===== src/smps_pkg.sv =====
// Package: word types, register map, microprogram and phase tables of the microstep sequencer.
`default_nettype none
package smps_pkg;

	// input word
	typedef struct packed {
		logic [1:0]         func;
		logic signed [7:0]  direct_step;
		logic signed [15:0] planned_speed;
		logic [31:0]        now_time;
	} cmd_word_t;

	// result word
	typedef struct packed {
		logic        pwm_valid;
		logic        stepped;
		logic        direct_step_bad;
		logic [1:0]  chan_a;
		logic [1:0]  chan_b;
		logic [15:0] duty_a;
		logic [15:0] duty_b;
		logic [3:0]  position;
	} res_word_t;

	// drive modes
	localparam logic [1:0] FUNC_IDLE   = 2'd0;
	localparam logic [1:0] FUNC_DIRECT = 2'd1;
	localparam logic [1:0] FUNC_KEEP   = 2'd2;
	localparam logic [1:0] FUNC_MOVE   = 2'd3;

	// register indexes (byte address / 4)
	localparam logic [2:0] REG_STEP_SCALE = 3'd0;
	localparam logic [2:0] REG_TICKS      = 3'd1;
	localparam logic [2:0] REG_PERIOD     = 3'd2;
	localparam logic [2:0] REG_KEEP_DUTY  = 3'd3;
	localparam logic [2:0] REG_FULL_DUTY  = 3'd4;

	localparam int ADDR_BITS = 5;
	localparam int DIV_STEPS = 32;

	// step scale codes
	localparam logic [3:0] SCALE_HALF    = 4'd2;
	localparam logic [3:0] SCALE_QUARTER = 4'd4;

	// datapath operations
	localparam logic [2:0] OP_NONE     = 3'd0;
	localparam logic [2:0] OP_LATCH    = 3'd1;
	localparam logic [2:0] OP_DIV_INIT = 3'd2;
	localparam logic [2:0] OP_DIV_STEP = 3'd3;
	localparam logic [2:0] OP_STEP     = 3'd4;
	localparam logic [2:0] OP_PWM      = 3'd5;
	localparam logic [2:0] OP_BAD      = 3'd6;
	localparam logic [2:0] OP_EMIT     = 3'd7;

	// jump conditions
	localparam logic [3:0] C_NEVER       = 4'd0;
	localparam logic [3:0] C_ALWAYS      = 4'd1;
	localparam logic [3:0] C_NO_WORD     = 4'd2;
	localparam logic [3:0] C_FUNC_IDLE   = 4'd3;
	localparam logic [3:0] C_FUNC_DIRECT = 4'd4;
	localparam logic [3:0] C_SPEED_ZERO  = 4'd5;
	localparam logic [3:0] C_DIV_BUSY    = 4'd6;
	localparam logic [3:0] C_NOT_DUE     = 4'd7;
	localparam logic [3:0] C_NOT_UNIT    = 4'd8;
	localparam logic [3:0] C_OUT_BUSY    = 4'd9;

	// program addresses
	localparam logic [3:0] PC_WAIT   = 4'd0;
	localparam logic [3:0] PC_DIV    = 4'd5;
	localparam logic [3:0] PC_PWM    = 4'd8;
	localparam logic [3:0] PC_EMIT   = 4'd9;
	localparam logic [3:0] PC_DIRECT = 4'd11;
	localparam logic [3:0] PC_BAD    = 4'd13;
	localparam logic [3:0] PC_LAST   = 4'd13;

	typedef struct packed {
		logic [2:0] op;
		logic [3:0] cond;
		logic [3:0] target;
	} ctrl_t;

	// control store: one control word per step
	function automatic ctrl_t prog_rom(input logic [3:0] pc);
		ctrl_t w;
		case (pc)
			4'd0:    w = '{OP_LATCH,    C_NO_WORD,     PC_WAIT};
			4'd1:    w = '{OP_NONE,     C_FUNC_IDLE,   PC_EMIT};
			4'd2:    w = '{OP_NONE,     C_FUNC_DIRECT, PC_DIRECT};
			4'd3:    w = '{OP_NONE,     C_SPEED_ZERO,  PC_PWM};
			4'd4:    w = '{OP_DIV_INIT, C_NEVER,       PC_WAIT};
			4'd5:    w = '{OP_DIV_STEP, C_DIV_BUSY,    PC_DIV};
			4'd6:    w = '{OP_NONE,     C_NOT_DUE,     PC_PWM};
			4'd7:    w = '{OP_STEP,     C_NEVER,       PC_WAIT};
			4'd8:    w = '{OP_PWM,      C_NEVER,       PC_WAIT};
			4'd9:    w = '{OP_EMIT,     C_OUT_BUSY,    PC_EMIT};
			4'd10:   w = '{OP_NONE,     C_ALWAYS,      PC_WAIT};
			4'd11:   w = '{OP_NONE,     C_NOT_UNIT,    PC_BAD};
			4'd12:   w = '{OP_STEP,     C_ALWAYS,      PC_PWM};
			4'd13:   w = '{OP_BAD,      C_ALWAYS,      PC_EMIT};
			default: w = '{OP_NONE,     C_ALWAYS,      PC_WAIT};
		endcase
		return w;
	endfunction

	// phase channel pattern per full step
	function automatic logic [1:0] chan_first(input logic [1:0] f);
		logic [1:0] c;
		case (f)
			2'd0:    c = 2'd0;
			2'd1:    c = 2'd2;
			2'd2:    c = 2'd1;
			default: c = 2'd3;
		endcase
		return c;
	endfunction

	function automatic logic [1:0] chan_second(input logic [1:0] f);
		logic [1:0] c;
		case (f)
			2'd0:    c = 2'd2;
			2'd1:    c = 2'd1;
			2'd2:    c = 2'd3;
			default: c = 2'd0;
		endcase
		return c;
	endfunction

endpackage
`default_nettype wire


===== src/stepper_microstep_pwm_sequencer_core.sv =====
// Top level: microcoded two-phase stepper microstep sequencer with APB register port.
//
//  channel | direction | handshake           | word
//  --------+-----------+---------------------+------------------------------------
//  cmd     | in        | cmd_valid/cmd_stall | func, direct_step, speed, now_time
//  res     | out       | res_valid/res_stall | pwm flags, channels, duties, position
//  apb     | in/out    | psel/penable/pready | five config registers at 4*i
//
// A move or keep word with nonzero speed runs the 32-step restoring divide of
// ticks_per_second by |speed|; zero-speed, idle and direct words skip it.
// The word is taken only at the wait step.
// The result waits in an output register; a stalled result holds the program at
// its emit step. Reset returns the registers to their defaults and clears the
// position and step start time.
`default_nettype none
module stepper_microstep_pwm_sequencer_core #(
	parameter int TIME_BITS = 32
) (
	input  wire                              clk,
	input  wire                              arst_n,
	input  wire                              cmd_valid,
	output logic                             cmd_stall,
	input  wire  smps_pkg::cmd_word_t        cmd,
	output logic                             res_valid,
	input  wire                              res_stall,
	output smps_pkg::res_word_t              res,
	input  wire                              psel,
	input  wire                              penable,
	input  wire                              pwrite,
	input  wire  [smps_pkg::ADDR_BITS-1:0]   paddr,
	input  wire  [31:0]                      pwdata,
	output logic [31:0]                      prdata,
	output logic                             pready
);

	localparam int WIDE = (TIME_BITS > 32) ? TIME_BITS : 32;

	// configuration registers
	logic [3:0]  scale_q;
	logic [31:0] tps_q;
	logic [15:0] period_q;
	logic [15:0] keep_q;
	logic [15:0] full_q;

	// sequencer and datapath state
	logic [3:0]           pc_q;
	logic [3:0]           pos_q;
	logic [TIME_BITS-1:0] start_q;
	logic [TIME_BITS-1:0] now_q;
	logic [1:0]           func_q;
	logic [7:0]           ds_q;
	logic                 neg_q;
	logic [15:0]          mag_q;
	logic [15:0]          rem_q;
	logic [31:0]          quo_q;
	logic [4:0]           cnt_q;
	smps_pkg::res_word_t  wrk_q;
	smps_pkg::res_word_t  res_q;
	logic                 res_valid_q;

	smps_pkg::ctrl_t      cw;
	logic                 cond_hit;
	logic                 out_busy;
	logic                 cfg_wr;
	logic [WIDE-1:0]      now_wide;
	logic [TIME_BITS-1:0] elapsed;
	logic                 not_due;
	logic                 ds_unit;
	logic [16:0]          trial;
	logic [3:0]           amount;
	logic                 forward;
	logic [3:0]           next_pos;
	logic                 keep_mode;
	logic [15:0]          base;
	logic [17:0]          prod_a;
	logic [17:0]          prod_b;
	logic [15:0]          da;
	logic [15:0]          db;
	smps_pkg::res_word_t  emit_w;

	assign pready    = 1'b1;
	assign cfg_wr    = psel & penable & pwrite & pready;
	assign cmd_stall = (pc_q != smps_pkg::PC_WAIT);
	assign res_valid = res_valid_q;
	assign res       = res_q;
	assign out_busy  = res_valid_q & res_stall;

	// register writes
	always_ff @(posedge clk or negedge arst_n) begin
		if (!arst_n) begin
			scale_q  <= 4'd1;
			tps_q    <= 32'd1000;
			period_q <= 16'd255;
			keep_q   <= 16'd64;
			full_q   <= 16'd255;
		end else if (cfg_wr) begin
			case (paddr[4:2])
				smps_pkg::REG_STEP_SCALE: scale_q  <= pwdata[3:0];
				smps_pkg::REG_TICKS:      tps_q    <= pwdata;
				smps_pkg::REG_PERIOD:     period_q <= pwdata[15:0];
				smps_pkg::REG_KEEP_DUTY:  keep_q   <= pwdata[15:0];
				smps_pkg::REG_FULL_DUTY:  full_q   <= pwdata[15:0];
				default: ;
			endcase
		end
	end

	// register reads
	always_comb begin
		case (paddr[4:2])
			smps_pkg::REG_STEP_SCALE: prdata = {28'd0, scale_q};
			smps_pkg::REG_TICKS:      prdata = tps_q;
			smps_pkg::REG_PERIOD:     prdata = {16'd0, period_q};
			smps_pkg::REG_KEEP_DUTY:  prdata = {16'd0, keep_q};
			smps_pkg::REG_FULL_DUTY:  prdata = {16'd0, full_q};
			default:                  prdata = 32'd0;
		endcase
	end

	// datapath terms
	assign now_wide = WIDE'(cmd.now_time);
	assign elapsed  = now_q - start_q;
	assign not_due  = WIDE'(elapsed) < WIDE'(quo_q);
	assign ds_unit  = (ds_q == 8'h01) || (ds_q == 8'hFF);
	assign trial    = {rem_q, quo_q[31]} - {1'b0, mag_q};

	always_comb begin
		case (scale_q)
			smps_pkg::SCALE_HALF:    amount = 4'd2;
			smps_pkg::SCALE_QUARTER: amount = 4'd1;
			default:                 amount = 4'd4;
		endcase
	end

	assign forward  = (func_q == smps_pkg::FUNC_DIRECT) ? (ds_q == 8'h01) : !neg_q;
	assign next_pos = forward ? (pos_q + amount) : (pos_q - amount);

	// duties weighted by substep
	assign keep_mode = (func_q == smps_pkg::FUNC_KEEP);
	assign base      = keep_mode ? keep_q : full_q;
	assign prod_a    = 18'(base) * 18'(3'd4 - {1'b0, pos_q[1:0]});
	assign prod_b    = 18'(base) * 18'(pos_q[1:0]);
	assign da = (!keep_mode && (prod_a[17:2] > period_q)) ? period_q : prod_a[17:2];
	assign db = (!keep_mode && (prod_b[17:2] > period_q)) ? period_q : prod_b[17:2];

	// result word with the current position
	always_comb begin
		emit_w          = wrk_q;
		emit_w.position = pos_q;
	end

	// control word and jump condition
	assign cw = smps_pkg::prog_rom(pc_q);

	always_comb begin
		case (cw.cond)
			smps_pkg::C_NEVER:       cond_hit = 1'b0;
			smps_pkg::C_ALWAYS:      cond_hit = 1'b1;
			smps_pkg::C_NO_WORD:     cond_hit = !cmd_valid;
			smps_pkg::C_FUNC_IDLE:   cond_hit = (func_q == smps_pkg::FUNC_IDLE);
			smps_pkg::C_FUNC_DIRECT: cond_hit = (func_q == smps_pkg::FUNC_DIRECT);
			smps_pkg::C_SPEED_ZERO:  cond_hit = (mag_q == 16'd0);
			smps_pkg::C_DIV_BUSY:    cond_hit = (cnt_q != 5'(smps_pkg::DIV_STEPS - 1));
			smps_pkg::C_NOT_DUE:     cond_hit = not_due;
			smps_pkg::C_NOT_UNIT:    cond_hit = !ds_unit;
			smps_pkg::C_OUT_BUSY:    cond_hit = out_busy;
			default:                 cond_hit = 1'b0;
		endcase
	end

	// step counter
	always_ff @(posedge clk or negedge arst_n) begin
		if (!arst_n) begin
			pc_q <= smps_pkg::PC_WAIT;
		end else if (cond_hit) begin
			pc_q <= cw.target;
		end else begin
			pc_q <= pc_q + 4'd1;
		end
	end

	// position and step start time
	always_ff @(posedge clk or negedge arst_n) begin
		if (!arst_n) begin
			pos_q   <= 4'd0;
			start_q <= '0;
		end else if (cw.op == smps_pkg::OP_STEP) begin
			pos_q   <= next_pos;
			start_q <= now_q;
		end
	end

	// output register
	always_ff @(posedge clk or negedge arst_n) begin
		if (!arst_n) begin
			res_valid_q <= 1'b0;
		end else if (cw.op == smps_pkg::OP_EMIT && !out_busy) begin
			res_valid_q <= 1'b1;
		end else if (!res_stall) begin
			res_valid_q <= 1'b0;
		end
	end

	// working registers
	always_ff @(posedge clk) begin
		case (cw.op)
			smps_pkg::OP_LATCH: begin
				if (cmd_valid) begin
					func_q <= cmd.func;
					ds_q   <= cmd.direct_step;
					neg_q  <= cmd.planned_speed[15];
					mag_q  <= cmd.planned_speed[15] ? (16'd0 - cmd.planned_speed)
					                                : cmd.planned_speed;
					now_q  <= now_wide[TIME_BITS-1:0];
					wrk_q  <= '0;
				end
			end
			smps_pkg::OP_DIV_INIT: begin
				rem_q <= 16'd0;
				quo_q <= tps_q;
				cnt_q <= 5'd0;
			end
			smps_pkg::OP_DIV_STEP: begin
				// remainder stays below the divisor, so its top bit is always clear
				rem_q <= trial[16] ? {rem_q[14:0], quo_q[31]} : trial[15:0];
				quo_q <= {quo_q[30:0], !trial[16]};
				cnt_q <= cnt_q + 5'd1;
			end
			smps_pkg::OP_STEP: begin
				wrk_q.stepped <= 1'b1;
			end
			smps_pkg::OP_PWM: begin
				wrk_q.pwm_valid <= 1'b1;
				wrk_q.chan_a    <= smps_pkg::chan_first(pos_q[3:2]);
				wrk_q.chan_b    <= smps_pkg::chan_second(pos_q[3:2]);
				wrk_q.duty_a    <= da;
				wrk_q.duty_b    <= db;
			end
			smps_pkg::OP_BAD: begin
				wrk_q.direct_step_bad <= (ds_q != 8'd0);
			end
			smps_pkg::OP_EMIT: begin
				if (!out_busy) begin
					res_q <= emit_w;
				end
			end
			default: ;
		endcase
	end

`ifndef SYNTHESIS
	// a result appears only from the emit step
	a_emit_source: assert property (@(posedge clk) disable iff (!arst_n)
		$rose(res_valid) |-> $past(pc_q == smps_pkg::PC_EMIT))
		else $error("result raised outside the emit step");

	// a step always comes with a PWM refresh
	a_step_refresh: assert property (@(posedge clk) disable iff (!arst_n)
		(res_valid && res.stepped) |-> res.pwm_valid)
		else $error("step reported without PWM refresh");

	// a rejected direct step refreshes nothing
	a_bad_quiet: assert property (@(posedge clk) disable iff (!arst_n)
		(res_valid && res.direct_step_bad) |-> (!res.pwm_valid && !res.stepped))
		else $error("bad direct step changed the drive");

	// the program counter stays inside the control store
	a_pc_range: assert property (@(posedge clk) disable iff (!arst_n)
		pc_q <= smps_pkg::PC_LAST)
		else $error("step counter left the program");
`endif

endmodule
`default_nettype wire


===== config.mk =====
export PLATFORM = sky130hd
export DESIGN_NAME = stepper_microstep_pwm_sequencer_core
export DESIGN_NICKNAME = d
export VERILOG_FILES = /design/src/smps_pkg.sv /design/src/stepper_microstep_pwm_sequencer_core.sv
export SDC_FILE = /design/constraint.sdc
export NUM_CORES = 1
export LEC_CHECK = 0
export BUFFER_PORTS_ARGS = -buffer_cell sky130_fd_sc_hd__buf_2
export CORE_ASPECT_RATIO = 1.25
export CORE_MARGIN = 2
export CORE_UTILIZATION = 50
export CTS_CLUSTER_DIAMETER = 40
export CTS_CLUSTER_SIZE = 28
export DETAILED_ROUTE_END_ITERATION = 6
export GPL_ROUTABILITY_DRIVEN = 0
export PLACE_DENSITY = 0.8
export SLEW_MARGIN = 5
export SYNTH_ARGS = -nofsm -noshare
export SYNTH_HDL_FRONTEND = slang
export SYNTH_SLANG_ARGS = --single-unit

===== constraint.sdc =====
create_clock -name clk -period 10.35 [get_ports clk]
set_input_delay 2.07 -clock clk [delete_from_list [all_inputs] [get_ports clk]]
set_output_delay 2.07 -clock clk [all_outputs]
set_load 0.01 [all_outputs]

### Yosys cells after proc, flatten, opt, wreduce, memory -nomap -nowiden

Memories as Yosys holds them, arrays and structs flattened.
Index checks and enable logic that the tools add are counted.

* bits in registers: 319
* bits in read-only memories: 176
* input port bits: 102
* output and inout port bits: 78
* word-level logic and storage cells: 135
* memories kept: 1

* $add $sub $neg: 8
* $mul: 2
* $lt $le $gt $ge: 3
* eq/ne operators: 31
* muxes and demuxes: 23
* bitwise operators: 4
* reduce and logical (&&, ||, !) cells: 30

Memory list
* (no name shown): words 16, width 11, read ports 1, clocked after Yosys merged registers in 0, write ports 0, line smps_pkg.sv:85 `case (pc)`

Operators by type and width (number)
* $pmux 32 s5: 1
* $pmux 36 s2: 1
* $mux 16: 4
* $pmux 32 s2: 1
* $mux 43: 1
* $gt 16x16->1: 2
* $lt 32x32->1: 1
* $pmux 16 s2: 1
* $sub 32x32->32: 1
* $eq 4x3->1 const B: 5
* $reduce_and 2->1: 10
* $mul 16x2->18: 1
* $mul 17x4->18: 1
* $sub 17x16->17: 1
* $logic_not 16->1: 1
* $sub 1x16->16 const A: 1
* $eq 3x3->1 const B: 5
* $mux 15: 1
* $eq 3x2->1 const B: 4
* $eq 4x2->1 const B: 3
* $pmux 2 s3: 2
* $pmux 5 s2: 1
* $pmux 1 s9: 1
* $eq 4x4->1 const B: 2
* 28 further kinds: 49

### Longest topological paths before layout

Gate-level depths: netlist of run 1.

* depth in word-level cells: 7
* mapped depth: 26
* gate-level depth less buffers: 22

### Worst setup path before layout of run 1

OpenSTA, ideal clock, no wires.

* path kind: register to register
* start: register func_q[0]
* end: register wrk_q, in the netlist emit_w[27] (data pin)
* setup time: 266 ps
* arrival: 5996 ps
* data required time: 10084 ps
* setup slack: 4088 ps
* stages on the path, launching flop included: 27
* buffers on the path: 4
* clock period less this slack: 6262 ps
* path through: edfxtp_1 > nor2b_1 > buf_2 > buf_1 > mux2i_1 > nor2b_1 > ha_1 > inv_1 > fa_1 > inv_1 > ha_1 > a2111oi_1 > nand2b_1 > o221ai_1 > nand2b_1 > xor2_1 > ha_1 > a21o_1 > a21o_1 > a21o_1 > a211oi_1 > o21ai_0 > a22oi_1 > buf_2 > buf_2 > mux2i_1 > nor2_1

* cells in the longest elaborated chain, start to end: 7
* elaborated cells between the ends (all ways): 8
* those cells by class: mul: 1; order compare: 1; eq/ne: 1; mux: 3; reduce/logical: 2

RTL lines
* start: declaration: line stepper_microstep_pwm_sequencer_core.sv:50 `logic [1:0] func_q;`
* start signal: assignment: line stepper_microstep_pwm_sequencer_core.sv:209 `func_q <= cmd.func;`
* $eq 2x2->1 (*): line stepper_microstep_pwm_sequencer_core.sv:139 `assign keep_mode = (func_q == smps_pkg::FUNC_KEEP);`
* $mux 16: line stepper_microstep_pwm_sequencer_core.sv:140 `assign base = keep_mode ? keep_q : full_q;`
* $mul 17x4->18: line stepper_microstep_pwm_sequencer_core.sv:141 `assign prod_a = 18'(base) * 18'(3'd4 - {1'b0, pos_q[1:0]});`
* $gt 16x16->1: line stepper_microstep_pwm_sequencer_core.sv:143 `assign da = (!keep_mode && (prod_a[17:2] > period_q)) ? period_q : prod_a[17:2];`
* $logic_and 1x1->1: line stepper_microstep_pwm_sequencer_core.sv:143
* $mux 16 (*): line stepper_microstep_pwm_sequencer_core.sv:143
* $pmux 36 s2 (*): line stepper_microstep_pwm_sequencer_core.sv:206 `case (cw.op)`
* end: declaration: line stepper_microstep_pwm_sequencer_core.sv:57 `smps_pkg::res_word_t wrk_q;`

Mark *: on every way between the ends. The rest lies on a longest branch, timed or not.
A chain may end at the register's enable or synchronous reset.

### Worst setup path in the final report of run 1

* start: register pos_q[1]
* end: register wrk_q, in the netlist emit_w[26] (data pin)

* cells in the longest elaborated chain, start to end: 6

RTL lines
* start: declaration: line stepper_microstep_pwm_sequencer_core.sv:47 `logic [3:0] pos_q;`
* start signal: assignment: line stepper_microstep_pwm_sequencer_core.sv:188 `pos_q <= next_pos;`
* $sub 3x2->4 (*): line stepper_microstep_pwm_sequencer_core.sv:141
* $mul 17x4->18 (*): line stepper_microstep_pwm_sequencer_core.sv:141
* $gt 16x16->1: line stepper_microstep_pwm_sequencer_core.sv:143
* $logic_and 1x1->1: line stepper_microstep_pwm_sequencer_core.sv:143
* $mux 16 (*): line stepper_microstep_pwm_sequencer_core.sv:143
* $pmux 36 s2 (*): line stepper_microstep_pwm_sequencer_core.sv:206

Marked as above.

==> results of run 1 <==
## registers in the layout, summed over array words and instances (netlist names), 32 cells and up
name	flops
tps_q	32
res	43
start_q	32
emit_w	39
now_q	32
quo_q	32
## routing by layer
layer | wire length, µm | vias to the layer above
li1 | - | 7256
met1 | 17900 | 7279
met2 | 23400 | 492
met3 | 2650 | 127
met4 | 1940 | 2
met5 | 12 | -
## how the worst max path moves through the flow
stage / from / endpoint / slack (ns) / cells past startpoint
after floorplan: func_q[0]$_DFFE_PP_ / emit_w[27]$_SDFFCE_PN0P_ / 4.09 / 26
after detailed placement: pos_q[1]$_DFFE_PN0P_ / emit_w[26]$_SDFFCE_PN0P_ / 3.36 / 22
after global routing: pos_q[1]$_DFFE_PN0P_ / emit_w[22]$_SDFFCE_PN0P_ / 2.78 / 23
final: pos_q[1]$_DFFE_PN0P_ / emit_w[26]$_SDFFCE_PN0P_ / 3.27 / 23
after CTS: pos_q[1]$_DFFE_PN0P_ / emit_w[26]$_SDFFCE_PN0P_ / 3.33 / 23
after global placement: pos_q[1]$_DFFE_PN0P_ / emit_w[22]$_SDFFCE_PN0P_ / 3.56 / 22
## stage by stage
| stage | instances | setup WS (ns) |
|---|---|---|
| detailed placement | 2564 | 3.36 |
| finish | 2637 | 3.27 |
| CTS | 2635 | 3.33 |
| global placement | 2564 | 3.56 |
| global route | 2637 | 2.78 |
| floorplan | 1924 | 4.09 |
## area by class of cell
cell class                 instances  area, µm²  share of cell area [%]
multi-input combinational       1349      10100                    44.3
inverter                         198        743                    3.26
clock inverter                    28        273                    1.19
timing repair buffer             194       1020                    4.46
tap                              504        631                    2.76
sequential                       319       8980                    39.4
clock buffer                      43       1050                    4.62
antenna                            2       5.00                  0.0219
## cells by family (layout without fill, tap and decap cells)
group / count (synthesis) / count (layout) / synth area share (%)
flip-flops: 319 / 319 / 44.8
AO/OA/AOI/OAI: 396 / 396 / 12.6
other: 1 / 3 / 0.0187
multiplexers: 153 / 153 / 8.30
XOR/XNOR: 81 / 81 / 3.54
AND/OR/NAND/NOR: 526 / 526 / 13.1
adder cells (fa/ha/maj): 192 / 192 / 12.7
buffers and inverters: 256 / 463 / 5.01
## critical path, cell delays in order, from the launching register on
cell,delay (ns)
dfrtp_1,0.50
inv_1,0.51
ha_1,0.50
nor2b_1,0.21
ha_1,0.29
inv_1,0.05
fa_1,0.49
inv_1,0.04
ha_1,0.38
a2111oi_1,0.72
nand2b_1,0.16
o221ai_1,0.34
a31oi_1,0.22
a31oi_1,0.27
xnor2_1,0.16
ha_1,0.35
nand4_1,0.10
nor2_1,0.13
a21oi_1,0.10
and2_1,0.18
a22oi_1,0.47
buf_4,0.35
mux2i_1,0.21
nor2_1,0.07
## placed cells by master (no fill, tap or decap), types with 93 or more instances in the layout
master	instances
nor2_1	122
ha_1	174
inv_1	196
nand2_1	148
edfxtp_1	194
o21ai_0	101
a21oi_1	93
buf_2	175
mux2_2	106
dfrtp_1	101
## power groups by stage
stage | registers [mW] | clock network [mW] | logic [mW]
6_report | 2.12 | 1.38 | 3.23
5_1_grt | 2.17 | 1.46 | 3.63
4_1_cts | 2.12 | 1.40 | 3.21
3_5_place_dp | 2.14 | 0 | 3.17
3_3_place_gp | 2.12 | 0 | 3.01
2_1_floorplan | 2.08 | 0 | 2.44
==> flow_summary_export.csv, run 1 <==
group,metric,value,unit
pwr,swShare,40.6,%
critical_path,r2r_setup_slack,3.27,ns
critical_path,r2r-end,"emit_w[26]$_SDFFCE_PN0P_",
min_path,hp-class,"flip-flop to flip-flop",
synthesis,synth_top_area_cell,"edfxtp_1",
outcome,status,"complete, no violations",
synthesis,yosys_warnings,0,
pwr,leakage,10.2,nW
grt,grtUsageTotal,22.0,%
synthesis,synth_fp_nets,2218,
sta,period_share,68.4,%
clocking,cts_setup_buffers,0,
synthesis,synthDominantCellAreaShare,29.1,%
route,drc,0,
place,hpwl,34500,µm
die,core_area,39800,µm²
synthesis,synth_seq_cells,319,
grt,antenna_found_initial,3,
critical_path,worstPathRequired,10.62,ns
route,vias,15200,
sta,final.setup.tns,0,ns
grt,grtUsageMet2,40.0,%
synthesis,synth.distinct_cells,80,
cells_and_area,stdcell_area,22800,µm²
synthesis,ys.flop_type,"edfxtp_1",
route,ant_nets,0,
route,wl_per_cell,17.4,µm
pwr,switchingPower,2.73,mW
grt,busiest_layer,"met2",
min_path,min_to,"res[23]$_DFFE_PP_",
min_path,holdCritStartpoint,"emit_w[23]$_SDFFCE_PN0P_",
critical_path,timing.rr.start,"pos_q[1]$_DFFE_PN0P_",
clocking,cts_resized,0,
cells_and_area,num-fill-cells,3309,
flow_run,maxCapViolCount,0,
clocking,cts_sinks,319,
critical_path,cp_max_fo,16,
cells_and_area,drive_gt1_share,19.8,%
pwr,p_int,4.00,mW
pwr,combPwrFrac,48.0,%
synthesis,synth_seq_area_share,44.8,%
pwr,power_frac_clock,20.5,%
clocking,clkTransAtPathRegs,0.06,ns
grt,use_met1,25.5,%
synthesis,synthTopCellsByCount,"inv_1 (197), edfxtp_1 (194), ha_1 (174), nand2_1 (148), nor2_1 (123)",
sta,hold_slack,0.419,ns
grt,grt_first_pass_wirelength,74500,µm
sta,fin_skew,0.0223,ns
pwr,total_power,6.73,mW
synthesis,syn_area_per_cell,10.4,µm²
sta,finalHoldViolCount,0,
synthesis,async_reset_ff_share,39.2,%
clocking,cts_hold_buf,0,
clocking,clock_tree.buffer_depth,3,
synthesis,ys_top_cells_by_area,"edfxtp_1 (29%), dfrtp_1 (13%), ha_1 (11%)",
sta,rsz0062_at_grt,"no",
sta,slew_headroom,27.8,%
die,io_pins,180,
critical_path,cp-end-kind,"flip-flop",
clocking,clk_latency,0.54,ns
route,drt-initial-drc-count,1068,
die,die_w,183,µm
pwr,p_per_area,295,nW/µm²
cells_and_area,area_delta_synth_final,13.9,%
critical_path,worstSetupPathType,"flip-flop to flip-flop",
synthesis,synthCells,1924,
die,start_util,50.3,%
die,die-area,41700,µm²
grt,grt_overflow_total,0,
route,drt_wl_total,45900,µm
grt,grt_max_degree,78,
place,port_buffers,176,
synthesis,post-synth-top-count-cell,"inv_1",
grt,first_global_vias,15300,
sta,max_freq,0.141,GHz
synthesis,netlist_area,20000,µm²
synthesis,synth-edff-count,194,
pwr,power_frac_seq,31.5,%
cells_and_area,nets,2395,
sta,min_period,7.08,ns
sta,maxSlewViolCount,0,
die,num_rows,82,
cells_and_area,utilization,57.3,%
clocking,cts_buffers,39,
pwr,ir_drop,0.197,mV
min_path,hold_depth,0,
route,via_per_inst,5.75,
critical_path,arrival,7.36,ns
clocking,cts_tree,"built",
clocking,clockRootBuffer,"clkbuf_16",
clocking,htree_levels,2,
sta,setup_viol,0,
critical_path,ff2ff_path_depth,23,
sta,worstMarginPinSlew,1.08,ns
place,place_area,21500,µm²
grt,met3_usage,3.34,%
die,chipHeight,228,µm
critical_path,startpoint_type,"flip-flop",
route,first_pass_iters,5,
Note: power is estimated with default switching activity, not from simulation.
==> inputs of run 2 (changes only) <==
- ABC_AREA: not set -> 1
- PLACE_DENSITY: 0.8 -> 0.82
- clock period: 10.35 -> 5.92 ns (I/O delays scaled with it)
==> run 2 against run 1 <==
Fmax grew 25%. Non-clock buffer count grew 2. Combinational power grew 78%. Critical path type unchanged.
==> flow_summary_export.csv, run 2 <==
group,metric,value,unit
clocking,cts_sinks,319,
critical_path,arrival,5.95,ns
sta,setup_viol,0,
synthesis,synth_seq_area_share,44.3,%
synthesis,synthDominantCellAreaShare,28.7,%
synthesis,async_reset_ff_share,39.2,%
critical_path,startpoint_type,"flip-flop",
synthesis,synthTopCellsByCount,"nand2_1 (512), inv_1 (382), nor2_1 (263), o21ai_0 (229), edfxtp_1 (194)",
route,drt_wl_total,49100,µm
synthesis,yosys_warnings,0,
die,chipHeight,229,µm
outcome,status,"complete, no violations",
critical_path,startpoint,"func_q[0]$_DFFE_PP_",
synthesis,synth-edff-count,194,
die,num_rows,82,
sta,min_period,5.65,ns
synthesis,netlist_area,20300,µm²
route,vias,17300,
clocking,clockRootBuffer,"clkbuf_16",
pwr,leakage,11.1,nW
cells_and_area,area_delta_synth_final,14.0,%
route,drt-initial-drc-count,1434,
grt,antenna_found_initial,0,
cells_and_area,final_cell_mix,"nand2_1 (510), inv_1 (380), nor2_1 (262)",
clocking,cts_setup_buffers,0,
sta,final.setup.tns,0,ns
synthesis,ys.flop_type,"edfxtp_1",
synthesis,post-synth-top-count-cell,"nand2_1",
grt,first_global_vias,17200,
cells_and_area,drive_gt1_share,12.3,%
clocking,clock_tree.buffer_depth,3,
min_path,hold_depth,0,
pwr,ir_drop,0.358,mV
sta,fin_skew,0.0189,ns
cells_and_area,stdcell_area,23100,µm²
synthesis,syn_area_per_cell,8.35,µm²
clocking,clk_latency,0.56,ns
synthesis,synth.distinct_cells,56,
synthesis,synth_top_area_cell,"edfxtp_1",
sta,worstMarginPinSlew,1.13,ns
clocking,cts_tree,"built",
critical_path,worstSetupPathType,"flip-flop to flip-flop",
synthesis,synth_seq_cells,319,
synthesis,synth_fp_nets,2724,
cells_and_area,largest_reg_flops,43,
sta,max_freq,0.177,GHz
cells_and_area,fin_cells,3188,
critical_path,ff2ff_path_depth,26,
clocking,htree_levels,2,
cells_and_area,layout_commonest_cell,"nand2_1",
flow_run,maxCapViolCount,0,
route,via_per_inst,5.42,
critical_path,slowest_delay,0.60,ns
critical_path,timing.rr.start,"func_q[0]$_DFFE_PP_",
die,io_pins,180,
route,first_pass_iters,6,
sta,finalHoldViolCount,0,
place,place_area,21800,µm²
critical_path,r2r-end,"emit_w[28]$_SDFFCE_PN0P_",
critical_path,worstPathRequired,6.22,ns
place,port_buffers,176,
grt,grt_overflow_total,0,
clocking,cts_buffers,38,
cells_and_area,nets,2905,
sta,hold_slack,0.419,ns
critical_path,cp_max_fo,24,
synthesis,ys_top_cells_by_area,"edfxtp_1 (29%), dfrtp_1 (12%), ha_1 (11%)",
die,start_util,50.6,%
synthesis,synthCells,2430,
sta,period_share,95.5,%
critical_path,r2r_setup_slack,0.27,ns
route,wl_per_cell,15.4,µm
die,die-area,42200,µm²
die,core_area,40100,µm²
place,hpwl,37900,µm
route,drc,0,
grt,grt_max_degree,68,
clocking,clkTransAtPathRegs,0.07,ns
pwr,total_power,11.7,mW
die,die_w,184,µm
place,place_inst,3117,
critical_path,slowest_stage,"nor4_1",
sta,slew_headroom,24.0,%
critical_path,crit_end,"emit_w[28]$_SDFFCE_PN0P_",
grt,grt_first_pass_wirelength,79800,µm
sta,maxSlewViolCount,0,
min_path,hp-class,"flip-flop to flip-flop",
critical_path,cp-end-kind,"flip-flop",
route,ant_nets,0,
sta,rsz0062_at_grt,"no",
pwr,p_per_area,508,nW/µm²
grt,grtUsageTotal,23.4,%
==> run 2: changes by cell type in the layout (fill, tap and decap cells not counted), moves of 30 or more <==
cell	before	now
nor2b_1	54	0
a22oi_1	33	2
o21ai_0	101	228
mux2i_1	47	0
inv_1	196	380
a21oi_1	93	153
nand2_1	148	510
nand3_1	35	70
mux2_2	106	0
xnor2_1	54	24
nor2_1	122	262
==> run 2: logic make-up (layout without fill, tap and decap cells) <==
kind of cell | after synthesis | count (layout) | synth area share (%)
XOR/XNOR | 78 | 78 | 3.40
AND/OR/NAND/NOR | 921 | 921 | 18.5
AO/OA/AOI/OAI | 473 | 473 | 12.8
buffers and inverters | 446 | 657 | 8.58
flip-flops | 319 | 319 | 44.3
adder cells (fa/ha/maj) | 192 | 192 | 12.5
other | 1 | 2 | 0.0185
==> run 2: repair_timing <==
| item | in CTS | in global routing |
|---|---|---|
| hold buffers | 0 | 0 |
| setup endpoints to repair | 0 | 1 |
| gates resized for setup | 0 | 2 |
==> run 2: layer usage <==
layer / global-route usage, % / vias up / part of all wire (%)
li1: - / 8379 / -
met1: 26.6 / 7895 / 38
met2: 41.2 / 770 / 49
met3: 3.31 / 230 / 6.5
met4: 14.6 / 0 / 6.4
met5: 0 / - / 0
==> run 2: critical path, delay by kind of cell, from the launching register on <==
family	cells	cell delay, ns
AND/OR/NAND/NOR	8	1.45
flip-flops	1	0.41
XOR/XNOR	1	0.33
adder cells (fa/ha/maj)	4	1.48
buffers and inverters	8	1.12
AO/OA/AOI/OAI	5	0.62
==> run 2: stage by stage <==
stage	utilization, %	setup WS (ns)
after floorplan	-	0.638
after global routing	57.7	0.0284
after CTS	57.7	0.535
after global placement	54.3	0.667
final	57.7	0.269
after detailed placement	54.3	0.548
==> run 2: worst min-delay path by stage <==
stage,from,slack [ns],to
2_1_floorplan,emit_w[10]$_SDFFCE_PN0P_,0.40,res[10]$_DFFE_PP_
3_3_place_gp,emit_w[28]$_SDFFCE_PN0P_,0.40,res[28]$_DFFE_PP_
3_5_place_dp,emit_w[14]$_SDFFCE_PN0P_,0.40,res[14]$_DFFE_PP_
4_1_cts,emit_w[37]$_SDFFCE_PP0P_,0.42,res[37]$_DFFE_PP_
5_1_grt,emit_w[6]$_SDFFCE_PN0P_,0.43,res[6]$_DFFE_PP_
6_report,emit_w[37]$_SDFFCE_PP0P_,0.42,res[37]$_DFFE_PP_
==> run 2: where the power goes <==
part,internal [mW],total (mW),switching (mW)
registers,3.22,3.54,0.323
logic,1.93,5.76,3.82
clock network,1.30,2.44,1.14
==> run 2: final cells by class <==
class | instances | area, µm²
diodes | 1 | 2.50
flip-flops and latches | 319 | 8980
repair buffers | 196 | 1030
multi-input cells | 1665 | 9600
well taps | 546 | 683
inverters | 391 | 1470
clock inverters | 32 | 417
clock buffers | 38 | 951
fillers | 3422 | 17000
